<file path="src/hw/rtl/ethernet_split_filter_classifier_assert.svh">
// Assertion macros for the frame classifier
`ifndef ETHERNET_SPLIT_FILTER_CLASSIFIER_ASSERT_SVH
`define ETHERNET_SPLIT_FILTER_CLASSIFIER_ASSERT_SVH

// antecedent holds -> consequent in the same cycle
`define ESFC_ASSERT_NOW(label, clk, rst_n, ante, cons) \
	label: assert property (@(posedge clk) disable iff (!rst_n) (ante) |-> (cons)) \
		else $error("classifier check failed");

// antecedent holds -> consequent in the next cycle
`define ESFC_ASSERT_NEXT(label, clk, rst_n, ante, cons) \
	label: assert property (@(posedge clk) disable iff (!rst_n) (ante) |=> (cons)) \
		else $error("classifier check failed");

`endif

</file>
<file path="src/hw/rtl/esfc_pkg.sv">
// Types and constants of the Ethernet split-filter classifier
`timescale 1ns / 1ps
package esfc_pkg;

	typedef enum logic [1:0] {
		VERDICT_NONE   = 2'd0,
		VERDICT_BOTH   = 2'd1,
		VERDICT_CLIENT = 2'd2
	} verdict_t;

	typedef enum logic [2:0] {
		REG_ATALK_ENABLE   = 3'd0,
		REG_ATALK_CHECK    = 3'd1,
		REG_ATALK_NET      = 3'd2,
		REG_ATALK_NODE     = 3'd3,
		REG_IP_ENABLE      = 3'd4,
		REG_IP_CHECK       = 3'd5,
		REG_IP_ADDRESS     = 3'd6
	} reg_idx_t;

	localparam int unsigned CFG_IDX_W  = 3;
	localparam int unsigned CFG_DATA_W = 32;
	localparam int unsigned CNT_W      = 6;

	localparam logic [CNT_W-1:0] CAPTURE_LEN   = 6'd34;
	// frame shorter than 32 bytes: byte index of the last byte below 31
	localparam logic [CNT_W-1:0] LAST_IDX_MIN  = 6'd31;

	localparam logic [15:0] MAX_LENGTH_FIELD = 16'd1500;
	localparam logic [15:0] LLC_SNAP         = 16'haaaa;
	localparam logic [31:0] OUI_DDP          = 32'h0308_0007;
	localparam logic [15:0] PROTO_DDP        = 16'h809b;
	localparam logic [31:0] OUI_AARP         = 32'h0300_0000;
	localparam logic [15:0] PROTO_AARP       = 16'h80f3;
	localparam logic [15:0] ETYPE_IPV4       = 16'h0800;
	localparam logic [15:0] ETYPE_ARP        = 16'h0806;

	typedef struct packed {
		logic        group_bit;
		logic [15:0] length_or_type;
		logic [15:0] llc_dsap_ssap;
		logic [31:0] snap_control_oui;
		logic [15:0] snap_protocol;
		logic [15:0] ddp_dest_net;
		logic [7:0]  ddp_dest_node;
		logic [31:0] ipv4_dest;
	} capture_t;

	typedef struct packed {
		logic        atalk_enable;
		logic        atalk_check_address;
		logic [15:0] atalk_net;
		logic [7:0]  atalk_node;
		logic        ip_enable;
		logic        ip_check_address;
		logic [31:0] ip_address;
	} cfg_t;

endpackage

</file>
<file path="src/hw/rtl/ethernet_split_filter_classifier.sv">
// Ethernet split-filter classifier: byte capture and per-frame verdict
//
//   channel  dir  handshake             payload
//   in       in   in_valid / in_ready   frame_byte, end_of_frame
//   out      out  out_valid / out_ready verdict
//   cfg      in   cfg_valid / cfg_ready cfg_index, cfg_data
//
// One byte per cycle sustained, but a last byte waits in the input register
// while both result entries are full; a byte goes from the input register to
// the capture registers, and a last byte's verdict to the result buffer.
// A two-entry result buffer lets bytes flow while a verdict waits.
// Reset clears configuration, capture state and all valid flags.
// cfg_ready is always high.
`timescale 1ns / 1ps
module ethernet_split_filter_classifier (
	input  logic                                clk,
	input  logic                                arst_n,
	input  logic                                in_valid,
	output logic                                in_ready,
	input  logic [7:0]                          frame_byte,
	input  logic                                end_of_frame,
	output logic                                out_valid,
	input  logic                                out_ready,
	output logic [1:0]                          verdict,
	input  logic                                cfg_valid,
	output logic                                cfg_ready,
	input  logic [esfc_pkg::CFG_IDX_W-1:0]      cfg_index,
	input  logic [esfc_pkg::CFG_DATA_W-1:0]     cfg_data
);

	`include "ethernet_split_filter_classifier_assert.svh"

	esfc_pkg::cfg_t cfg_q;

	logic       valid_s1;
	logic [7:0] byte_s1;
	logic       eof_s1;

	logic [esfc_pkg::CNT_W-1:0] byte_count_q;
	esfc_pkg::capture_t         cap_q;
	esfc_pkg::capture_t         cap_nxt;
	esfc_pkg::verdict_t         decide;

	logic               out_valid_q;
	esfc_pkg::verdict_t verdict_q;
	logic               skid_valid_q;
	esfc_pkg::verdict_t skid_verdict_q;

	logic go_s1;
	logic push;
	logic pop;

	// configuration
	assign cfg_ready = 1'b1;

	always_ff @(posedge clk or negedge arst_n) begin
		if (!arst_n) begin
			cfg_q <= '0;
		end else if (cfg_valid) begin
			unique case (cfg_index)
				esfc_pkg::REG_ATALK_ENABLE: cfg_q.atalk_enable        <= cfg_data[0];
				esfc_pkg::REG_ATALK_CHECK:  cfg_q.atalk_check_address <= cfg_data[0];
				esfc_pkg::REG_ATALK_NET:    cfg_q.atalk_net           <= cfg_data[15:0];
				esfc_pkg::REG_ATALK_NODE:   cfg_q.atalk_node          <= cfg_data[7:0];
				esfc_pkg::REG_IP_ENABLE:    cfg_q.ip_enable           <= cfg_data[0];
				esfc_pkg::REG_IP_CHECK:     cfg_q.ip_check_address    <= cfg_data[0];
				esfc_pkg::REG_IP_ADDRESS:   cfg_q.ip_address          <= cfg_data;
				default: ;
			endcase
		end
	end

	// input register
	assign go_s1    = valid_s1 && (!eof_s1 || !skid_valid_q);
	assign in_ready = !valid_s1 || go_s1;

	always_ff @(posedge clk or negedge arst_n) begin
		if (!arst_n) begin
			valid_s1 <= 1'b0;
		end else if (in_ready) begin
			valid_s1 <= in_valid;
		end
	end

	always_ff @(posedge clk) begin
		if (in_valid && in_ready) begin
			byte_s1 <= frame_byte;
			eof_s1  <= end_of_frame;
		end
	end

	// header capture with the current beat merged in
	always_comb begin
		cap_nxt = cap_q;
		unique case (byte_count_q)
			6'd0:  cap_nxt.group_bit              = byte_s1[0];
			6'd12: cap_nxt.length_or_type[15:8]   = byte_s1;
			6'd13: cap_nxt.length_or_type[7:0]    = byte_s1;
			6'd14: cap_nxt.llc_dsap_ssap[15:8]    = byte_s1;
			6'd15: cap_nxt.llc_dsap_ssap[7:0]     = byte_s1;
			6'd16: cap_nxt.snap_control_oui[31:24] = byte_s1;
			6'd17: cap_nxt.snap_control_oui[23:16] = byte_s1;
			6'd18: cap_nxt.snap_control_oui[15:8]  = byte_s1;
			6'd19: cap_nxt.snap_control_oui[7:0]   = byte_s1;
			6'd20: cap_nxt.snap_protocol[15:8]    = byte_s1;
			6'd21: cap_nxt.snap_protocol[7:0]     = byte_s1;
			6'd26: cap_nxt.ddp_dest_net[15:8]     = byte_s1;
			6'd27: cap_nxt.ddp_dest_net[7:0]      = byte_s1;
			6'd30: begin
				cap_nxt.ddp_dest_node    = byte_s1;
				cap_nxt.ipv4_dest[31:24] = byte_s1;
			end
			6'd31: cap_nxt.ipv4_dest[23:16] = byte_s1;
			6'd32: cap_nxt.ipv4_dest[15:8]  = byte_s1;
			6'd33: cap_nxt.ipv4_dest[7:0]   = byte_s1;
			default: ;
		endcase
	end

	always_ff @(posedge clk or negedge arst_n) begin
		if (!arst_n) begin
			byte_count_q <= '0;
			cap_q        <= '0;
		end else if (go_s1) begin
			if (eof_s1) begin
				byte_count_q <= '0;
				cap_q        <= '0;
			end else begin
				cap_q <= cap_nxt;
				if (byte_count_q < esfc_pkg::CAPTURE_LEN) begin
					byte_count_q <= byte_count_q + 1'b1;
				end
			end
		end
	end

	// verdict
	always_comb begin
		decide = esfc_pkg::VERDICT_NONE;
		if (byte_count_q < esfc_pkg::LAST_IDX_MIN) begin
			decide = esfc_pkg::VERDICT_NONE;
		end else if (cap_nxt.group_bit) begin
			decide = esfc_pkg::VERDICT_BOTH;
		end else if (!cfg_q.atalk_enable && !cfg_q.ip_enable) begin
			decide = esfc_pkg::VERDICT_BOTH;
		end else if (cfg_q.atalk_enable &&
				cap_nxt.length_or_type <= esfc_pkg::MAX_LENGTH_FIELD) begin
			if (cap_nxt.llc_dsap_ssap != esfc_pkg::LLC_SNAP) begin
				decide = esfc_pkg::VERDICT_NONE;
			end else if (cap_nxt.snap_control_oui == esfc_pkg::OUI_DDP &&
					cap_nxt.snap_protocol == esfc_pkg::PROTO_DDP) begin
				if (!cfg_q.atalk_check_address ||
						(cap_nxt.ddp_dest_net == cfg_q.atalk_net &&
						cap_nxt.ddp_dest_node == cfg_q.atalk_node)) begin
					decide = esfc_pkg::VERDICT_CLIENT;
				end
			end else if (cap_nxt.snap_control_oui == esfc_pkg::OUI_AARP &&
					cap_nxt.snap_protocol == esfc_pkg::PROTO_AARP) begin
				decide = esfc_pkg::VERDICT_BOTH;
			end
		end else if (cfg_q.ip_enable &&
				cap_nxt.length_or_type > esfc_pkg::MAX_LENGTH_FIELD) begin
			if (cap_nxt.length_or_type == esfc_pkg::ETYPE_IPV4) begin
				if (!cfg_q.ip_check_address || cap_nxt.ipv4_dest == cfg_q.ip_address) begin
					decide = esfc_pkg::VERDICT_CLIENT;
				end
			end else if (cap_nxt.length_or_type == esfc_pkg::ETYPE_ARP) begin
				decide = esfc_pkg::VERDICT_BOTH;
			end
		end
	end

	// two-entry result buffer
	assign push = go_s1 && eof_s1;
	assign pop  = out_valid_q && out_ready;

	always_ff @(posedge clk or negedge arst_n) begin
		if (!arst_n) begin
			out_valid_q  <= 1'b0;
			skid_valid_q <= 1'b0;
		end else if (!out_valid_q || pop) begin
			if (skid_valid_q) begin
				out_valid_q  <= 1'b1;
				skid_valid_q <= push;
			end else begin
				out_valid_q  <= push;
			end
		end else if (push) begin
			skid_valid_q <= 1'b1;
		end
	end

	always_ff @(posedge clk) begin
		if (!out_valid_q || pop) begin
			if (skid_valid_q) begin
				verdict_q <= skid_verdict_q;
				if (push) begin
					skid_verdict_q <= decide;
				end
			end else if (push) begin
				verdict_q <= decide;
			end
		end else if (push) begin
			skid_verdict_q <= decide;
		end
	end

	assign out_valid = out_valid_q;
	assign verdict   = verdict_q;

	`ESFC_ASSERT_NOW(a_skid_needs_head, clk, arst_n, skid_valid_q, out_valid_q)
	`ESFC_ASSERT_NOW(a_count_bound, clk, arst_n, 1'b1, byte_count_q <= esfc_pkg::CAPTURE_LEN)
	`ESFC_ASSERT_NOW(a_no_overflow, clk, arst_n, push, !skid_valid_q)
	`ESFC_ASSERT_NEXT(a_frame_restart, clk, arst_n, push, byte_count_q == '0)

endmodule
</file>
<file path="config.mk">
export PLATFORM = sky130hd
export DESIGN_NAME = ethernet_split_filter_classifier
export DESIGN_NICKNAME = d
export VERILOG_FILES = /design/src/hw/rtl/esfc_pkg.sv /design/src/hw/rtl/ethernet_split_filter_classifier.sv
export VERILOG_INCLUDE_DIRS = /design/src /design/src/hw/rtl
export SDC_FILE = /design/constraint.sdc
export NUM_CORES = 1
export LEC_CHECK = 0
export CORE_UTILIZATION = 55
export CTS_CLUSTER_DIAMETER = 200
export DETAILED_ROUTE_END_ITERATION = 10
export DONT_BUFFER_PORTS = 1
export GPL_TIMING_DRIVEN = 0
export PLACE_DENSITY = 0.75
export SETUP_SLACK_MARGIN = 0.4
export SYNTH_ARGS = -nofsm -noshare
export SYNTH_HDL_FRONTEND = slang
export SYNTH_SLANG_ARGS = --single-unit
</file>
<file path="constraint.sdc">
create_clock -name clk -period 3.04 [get_ports clk]
set_input_delay 0 -clock clk [delete_from_list [all_inputs] [get_ports clk]]
set_output_delay 0 -clock clk [all_outputs]
set_load 0.02 [all_outputs]
</file>
**Yosys cells after proc, flatten, opt, wreduce, memory -nomap -nowiden**

Cells that the tools add are included.
W data, S select, Z words.

- Register bits: 219
- Input port bits: 49
- Output and inout bits: 5
- Logic and storage cells: 139

- $add $sub $neg: 1
- Order comparisons: 4
- Equality and inequality tests: 33
- Mux-type cells: 41
- Reduce and logical (&&, ||, !) cells: 37

Operators by type and width:

| kind | number |
|---|---|
| $mux W137 | 1 |
| $mux W8 | 15 |
| $eq A32 B26 Y1 const B | 2 |
| $eq A6 B5 Y1 const B | 10 |
| $eq A16 B12 Y1 const B | 2 |
| $eq A16 B16 Y1 const B | 2 |
| $eq A32 B32 Y1 | 1 |
| $mux W2 | 15 |
| $eq A6 B4 Y1 const B | 4 |
| $reduce_and A2 Y1 | 9 |
| $eq A16 B16 Y1 | 1 |
| $gt A16 B11 Y1 const B | 1 |
| $le A16 B11 Y1 const B | 1 |
| $mux W16 | 1 |
| $ne A16 B16 Y1 const B | 1 |
| $eq A6 B6 Y1 const B | 2 |
| $mux W6 | 2 |
| $logic_and A1 B1 Y1 | 10 |
| $eq A3 B3 Y1 const B | 3 |
| $eq A8 B8 Y1 | 1 |
| $logic_not A1 Y1 | 8 |
| $mux W1 | 7 |
| $add A6 B1 Y6 const B | 1 |
| $eq A3 B2 Y1 const B | 2 |
| other kinds (8) | 14 |

**Longest topological paths before layout**

Gate-level depths: netlist (run 1).

- Depth after elaboration: 15
- Mapped depth: 12
- Mapped depth without buffers: 10

**Worst setup path before layout (run 1)**

No wires, ideal clock.

- Kind: register to register
- From: register byte_count_q[1] (netlist name)
- To: register verdict_q[1], in the netlist verdict[1], data pin
- Setup time: 0.132 ns
- Arrival: 2.701 ns
- Required time: 2.908 ns
- Slack: 0.207 ns
- Stages on the path, launching flop included: 12
- Path buffers: 1
- Clock period less this slack: 2.833 ns
- Cells stage by stage: dfrtp_1 -> inv_1 -> ha_1 -> nor3b_1 -> and2_1 -> buf_2 -> a32o_1 -> a211o_1 -> or4_1 -> o41ai_1 -> a32o_1 -> a22o_1

- Word-level cells in the longest chain between the ends: 14
- Elaborated cells on any way between the ends: 62
- Those cells by class: order compare (3); eq/ne (23); mux (29); reduce/logical (7)

RTL lines:

| element | RTL line | text |
|---|---|---|
| from (decl) | ethernet_split_filter_classifier.sv:39 | `logic [esfc_pkg::CNT_W-1:0] byte_count_q;` |
| from (signal assigned) | ethernet_split_filter_classifier.sv:131 | `byte_count_q <= byte_count_q + 1'b1;` |
| parallel branches: the longest is 11 deep, another holds $gt A16 B11 Y1 | n/a |  |
| $mux W2 (*) | ethernet_split_filter_classifier.sv:140 | `if (byte_count_q < esfc_pkg::LAST_IDX_MIN) begin` |
| $mux W2 (*) | ethernet_split_filter_classifier.sv:200 | `end else if (push) begin` |
| $mux W2 (*) | ethernet_split_filter_classifier.sv:195 | `if (skid_valid_q) begin` |
| to (signal assigned) | ethernet_split_filter_classifier.sv:196 | `verdict_q <= skid_verdict_q;` |
| to (signal assigned) | ethernet_split_filter_classifier.sv:201 | `verdict_q <= decide;` |
| to (decl) | ethernet_split_filter_classifier.sv:45 | `esfc_pkg::verdict_t verdict_q;` |

Mark *: on every way between the ends. The select of a mux whose other input is x is not followed.
A chain may end at the register's enable or synchronous reset.

**Final worst setup path (run 1)**

Same ends and word-level chain as after synthesis.

==> results of run 1 <==
-- layout make-up --
| cell class | count | area [um2] |
|---|---|---|
| flip-flops and latches | 219 | 5550 |
| well taps | 275 | 344 |
| fillers | 1677 | 6810 |
| inverters | 48 | 186 |
| multi-input cells | 938 | 6230 |
| clock inverters | 11 | 175 |
| diodes | 1 | 2.50 |
| plain buffers | 98 | 514 |
| clock buffers | 33 | 664 |
| repair buffers | 80 | 736 |
-- worst paths after layout --
check / startpoint / end / slack, ns
min reg2reg: cap_q[136] / cap_q[136] / 0.48
max: byte_count_q[1] / verdict[1] / -0.11
max reg2reg: byte_count_q[1] / verdict[1] / -0.11
max in group asynchronous: arst_n / cap_q[23] / 3.54
min in group clk: cfg_index[2] / cfg_q[0] / 0.02
min: arst_n / cap_q[118] / -0.85
-- sequential cells by signal, indices dropped and copies added, names as in the netlist --
register,cells
byte_count_q,6
cap_q,137
byte_s1,8
skid_valid_q,1
skid_verdict_q,2
eof_s1,1
verdict,2
out_valid,1
valid_s1,1
cfg_q,60
-- logic make-up (layout without fill, tap and decap cells) --
family                   Yosys count  after routing  share of synthesized area [%]
buffers and inverters            146            270                           4.77
adder cells (fa/ha/maj)            4              4                          0.416
XOR/XNOR                          23             23                           1.68
other                              1              2                         0.0312
flip-flops                       219            219                           46.1
AO/OA/AOI/OAI                    446            446                           24.2
multiplexers                      75             75                           6.88
AND/OR/NAND/NOR                  389            389                           15.9
-- metrics by stage --
step / total power [W] / hold WS (ns) / cell area, um2 / setup slack [ns]
final: 0.00770 / -0.846 / 14400 / -0.111
after global routing: 0.00785 / -0.857 / 14400 / -0.140
after CTS: 0.00759 / -0.844 / 14200 / -0.0135
after detailed placement: 0.00435 / -0.285 / 12400 / -0.995
after global placement: 0.00432 / -0.285 / 12400 / -1.06
after floorplan: 0.00397 / -0.296 / 12100 / 0.402
-- synthesized netlist by cell type, types with 5 or more instances --
cell | number | area share, %
mux2_2 | 61 | 5.7
mux2i_1 | 14 | 1.2
nand4_1 | 13 | 0.68
a21oi_1 | 34 | 1.4
o41ai_1 | 5 | 0.36
and2_1 | 11 | 0.57
xnor2_1 | 6 | 0.44
a2111oi_0 | 8 | 0.58
o21ai_0 | 170 | 7.1
nand3_1 | 24 | 1.0
or3_1 | 7 | 0.36
nor2b_1 | 14 | 0.73
a222oi_1 | 9 | 0.75
xor2_1 | 17 | 1.2
nand4b_1 | 6 | 0.44
dfrtp_1 | 206 | 43
nor3_1 | 18 | 0.75
a22oi_1 | 123 | 7.7
nand3b_1 | 6 | 0.37
nor2_1 | 49 | 1.5
nor4_1 | 9 | 0.47
buf_1 | 10 | 0.31
inv_1 | 48 | 1.5
o22ai_1 | 17 | 0.88
a21o_1 | 5 | 0.31
a31oi_1 | 13 | 0.68
nand2b_1 | 7 | 0.36
buf_2 | 14 | 0.58
nand2_1 | 185 | 5.8
clkbuf_1 | 72 | 2.2
o211ai_1 | 5 | 0.31
a221oi_1 | 11 | 0.80
edfxtp_1 | 13 | 3.2
a21boi_0 | 14 | 0.87
-- power by group --
| group | switching (W) | leakage [nW] | total (W) | internal [W] |
|---|---|---|---|---|
| Clock | 0.00127 | 0.404 | 0.00315 | 0.00188 |
| Combinational | 0.000638 | 2.56 | 0.00112 | 0.000481 |
| Sequential | 0.000286 | 2.87 | 0.00343 | 0.00314 |
-- per-layer routing --
layer | part of all wire, % | global-route usage [%]
met5 | 0 | 0
met4 | 7.5 | 25.1
met3 | 11 | 8.96
met2 | 44 | 60.7
met1 | 38 | 50.8
-- timing repair --
item	in CTS	in global routing
endpoints found under the setup margin	121	108
hold endpoints to repair	282	206
pin swaps	19	7
setup buffers	24	7
gates resized for setup	94	60
==> out/summary.txt, run 1 <==
Boundary Pins - 54
Fin Setup TNS - -0.213 ns
First-pass DRT Iterations - 9
Bufs and invs on worst path - 2
Syn Std Cell Area - 12000 um2
Max Clock Skew - 0.0211 ns
CTS Buf Count - 24
total track usage - 39.7%
grt ovf - 0
die width - 150 um
Net Count, Synth - 1356
Least-Margin Pin Slew - 1.02 ns
root buf cell - clkbuf_16
failing checks - hold timing, setup timing
final worst path period need - 3.15 ns
Clk Latency, worst-skew pair - 0.55 ns
vias in the first global route - 11500
Worst path top cell family by delay - compound AO/OA/AOI/OAI gates
Slowest cell on crit path - o41ai_4
total core area - 21200 um2
HP Class - input port to async pin
Avg Cell Area, Syn - 9.22 um2
endpoints failing setup - 3
row cnt - 53
PnR worst setup slack - -0.111 ns
RSZ-0062 raised after global routing - true
Die Footprint - 22400 um2
Die H - 150 um
maximum root-to-sink buffer count - 3
Post-Syn Instances - 1303
initial antenna violation count - 0
Crit path largest cell delay - 0.55 ns
final wirelength - 43700 um
commonest cells after routing, fill and taps aside - 202 x dfrtp_1, 178 x nand2_1, 166 x o21ai_0
first-pass GRT wire length - 66500 um
CP required - 3.43 ns
outcome - complete, but fails checks
YS warnings - 0
share of layout cells above drive strength 1 - 17.9%
Crit path arrival time - 3.54 ns
drt wl/cell - 25.7 um
H-tree Lvls - 1
slew margin rel. - 31.7%
DR vias/cell - 6.91
final hold slack - -0.846 ns
Async SR Flop Fraction - 94.1%
max-cap violation count - 0
most common cell after layout, fill and taps aside - dfrtp_1
I/O Buffers - 0
Reg clk slew, reported paths - 0.07 ns
Cells after DPL - 1578
Netlist cell types - 80
crit-path cells - inv_2, ha_4, nor3b_4, nand2_2, buf_2, mux2_2, a22oi_1, nand4_1, o41ai_4, a32o_2, a22o_1
flops & latches, synth - 219
final count of hold timing violations - 206
CTS Sinks - 219
Area growth, synth to finish - 19.9%
TritonCTS clock tree - yes
final instance count without filler cells - 1703
Setup crit start kind - flop
Worst Setup End Kind - flop
Top FF cell, synth - dfrtp_1
fin nets - 1462
via count - 11800
Post-synth EDFFs - 13
worst vdd ir - 0.667 mV
sequential share of the synthesized area - 46.1%
period utilization - 104%
crit path max fanout - 10
pwr dens - 534 nW/um2
CP Depth - 11
CTS Hold Bufs - 49
pin count of the biggest net entering global routing - 207
critical path class - flop to flop
initial DRC count - 1530
Pins Over Slew Limit - 0
starting density of the core - 56.6%
DP Wirelength - 28800 um
FF-to-FF path depth - 11
Final ANT Viol Nets - 0
Remaining DRCs - 0
utilization after layout - 67.9%
RD Place Congestion - 0.969
leakage power - 5.84 nW
f_max - 0.317 GHz
Note: power is estimated with default switching activity, not from simulation.
==> run 2: changes to the inputs <==
- CORE_UTILIZATION: 55 -> 58
- PLACE_DENSITY: 0.75 -> 0.78
==> out/summary.txt, run 2 (synthesis results as in run 1) <==
outcome - complete, but fails checks (unchanged)
largest registers - cap_q (137), cfg_q (60), byte_s1 (8) (unchanged)
placed cell area - 12400 um2 (about the same)
f_max - 0.311 GHz (was 0.317 GHz)
Worst Setup End Kind - flop (unchanged)
I/O Buffers - 0 (unchanged)
leakage power - 5.83 nW (was 5.84 nW)
initial antenna violation count - 0 (unchanged)
CP required - 3.41 ns (was 3.43 ns)
Bufs and invs on worst path - 1 (was 2)
utilization after layout - 70.7% (was 67.9%)
critical path class - flop to flop (unchanged)
First-pass DRT Iterations - 6 (was 9)
final wirelength - 42700 um (was 43700 um)
vias in the first global route - 11200 (was 11500)
total track usage - 40.5% (was 39.7%)
Final ANT Viol Nets - 0 (unchanged)
fin nets - 1469 (was 1462)
Slowest cell on crit path - edfxtp_1 (was o41ai_4)
Fin Setup TNS - -0.390 ns (was -0.213 ns)
TritonCTS clock tree - yes (unchanged)
CTS Sinks - 219 (unchanged)
largest register by flop count - cap_q (unchanged)
Crit path largest cell delay - 0.53 ns (was 0.55 ns)
Worst path top cell family by delay - compound AO/OA/AOI/OAI gates (unchanged)
initial DRC count - 1221 (was 1530)
RD Place Congestion - 1.00 (was 0.969)
DR vias/cell - 6.92 (was 6.91)
CP Depth - 8 (was 11)
Cells after DPL - 1573 (was 1578)
crit-path cells - clkbuf_2, a2111oi_0, a31oi_1, a2111oi_2, nand4_1, o41ai_4, a32o_2, a22o_1 (was inv_2, ha_4, nor3b_4, nand2_2, buf_2, mux2_2, a22oi_1, nand4_1, o41ai_4, a32o_2, a22o_1)
grt ovf - 0 (unchanged)
Max Clock Skew - 0.00881 ns (was 0.0211 ns)
RSZ-0062 raised after global routing - true (unchanged)
share of layout cells above drive strength 1 - 17.7% (was 17.9%)
final count of hold timing violations - 206 (unchanged)
commonest cells after routing, fill and taps aside - 201 x dfrtp_1, 180 x nand2_1, 167 x o21ai_0 (was 202 x dfrtp_1, 178 x nand2_1, 166 x o21ai_0)
Die H - 146 um (was 150 um)
endpoints failing setup - 3 (unchanged)
CTS Buf Count - 23 (was 24)
HP Class - input port to async pin (unchanged)
pin count of the biggest net entering global routing - 207 (unchanged)
maximum root-to-sink buffer count - 3 (unchanged)
design area - 14300 um2 (was 14400 um2)
FF-to-FF path depth - 8 (was 11)
most common cell after layout, fill and taps aside - dfrtp_1 (unchanged)
failing checks - hold timing, setup timing (unchanged)
starting density of the core - 59.2% (was 56.6%)
slew margin rel. - 36.5% (was 31.7%)
Area growth, synth to finish - 19.4% (was 19.9%)
pwr dens - 508 nW/um2 (was 534 nW/um2)
first-pass GRT wire length - 65300 um (was 66500 um)
crit path max fanout - 10 (unchanged)
Fill cells - 1541 (was 1677)
final instance count without filler cells - 1699 (was 1703)
row cnt - 52 (was 53)
CTS Hold Bufs - 49 (unchanged)
drt wl/cell - 25.1 um (was 25.7 um)
root buf cell - clkbuf_16 (unchanged)
via count - 11800 (about the same)
Crit path arrival time - 3.59 ns (was 3.54 ns)
final hold slack - -0.823 ns (was -0.846 ns)
max reg flops - 137 (unchanged)
Remaining DRCs - 0 (unchanged)
Clk Latency, worst-skew pair - 0.52 ns (was 0.55 ns)
Die Footprint - 21300 um2 (was 22400 um2)
ant diodes - 0 (was 1)
final worst path period need - 3.22 ns (was 3.15 ns)
die width - 146 um (was 150 um)
Pins Over Slew Limit - 0 (unchanged)
DP Wirelength - 28600 um (was 28800 um)
Boundary Pins - 54 (unchanged)
period utilization - 106% (was 104%)
max-cap violation count - 0 (unchanged)
Setup crit start kind - flop (unchanged)
worst vdd ir - 0.488 mV (was 0.667 mV)
Least-Margin Pin Slew - 0.952 ns (was 1.02 ns)
H-tree Lvls - 1 (unchanged)
post-place setup slack - -0.935 ns (was -0.995 ns)
PnR worst setup slack - -0.178 ns (was -0.111 ns)
Reg clk slew, reported paths - 0.06 ns (was 0.07 ns)
total core area - 20300 um2 (was 21200 um2)
## run 2: changes by cell type in the layout (fill, tap and decap cells not counted), moves of 3 or more
| cell | before | now |
|---|---|---|
| nor2_1 | 42 | 47 |
| buf_6 | 3 | 9 |
| buf_2 | 12 | 8 |
| nand2_2 | 7 | 4 |
| nor2_2 | 4 | 1 |
| bufinv_16 | 4 | 0 |
| buf_4 | 38 | 46 |
| clkbuf_8 | 3 | 6 |
## run 2: what timing repair did
action,CTS,global route
endpoints found under the hold margin,282,206
setup buffers,25,14
setup endpoints to repair,122,85
gates resized for setup,90,68
pin swaps,24,15
## run 2: metal layers
metal	GRT usage [%]	part of all wire, %
met1	53.0	38
met2	60.6	44
met3	8.90	10
met4	27.0	7.7
met5	0	0
## run 2: worst paths after layout
check	startpoint	end	slack [ns]
setup / recovery	byte_s1[7]	verdict[1]	-0.18
hold / removal	arst_n	cap_q[102]	-0.82
setup reg to reg	byte_s1[7]	verdict[1]	-0.18
hold reg to reg	cap_q[33]	cap_q[33]	0.48
max in group asynchronous	arst_n	cap_q[50]	3.58
min in group clk	cfg_index[2]	cfg_q[31]	0.03
## run 2: stage by stage
step                power [W]  hold WS (ns)
finish                0.00729        -0.823
global route          0.00748        -0.837
CTS                   0.00719        -0.831
detailed placement    0.00435        -0.286
global placement      0.00432        -0.287
floorplan             0.00397        -0.296
## run 2: final cells by class
type	count	area, um2	share of cell area, %
clock buffers	33	684	4.77
multi-input cells	938	6230	43.4
clock inverters	5	35.0	0.244
inverters	48	186	1.30
flip-flops and latches	219	5550	38.7
repair buffers	88	787	5.49
plain buffers	98	533	3.72
well taps	270	338	2.35
## run 2: power breakdown
part,switching (W),internal [W],total [W]
Sequential,0.000285,0.00314,0.00343
Clock,0.00119,0.00156,0.00275
Combinational,0.000628,0.000488,0.00112
Total,0.00210,0.00519,0.00729
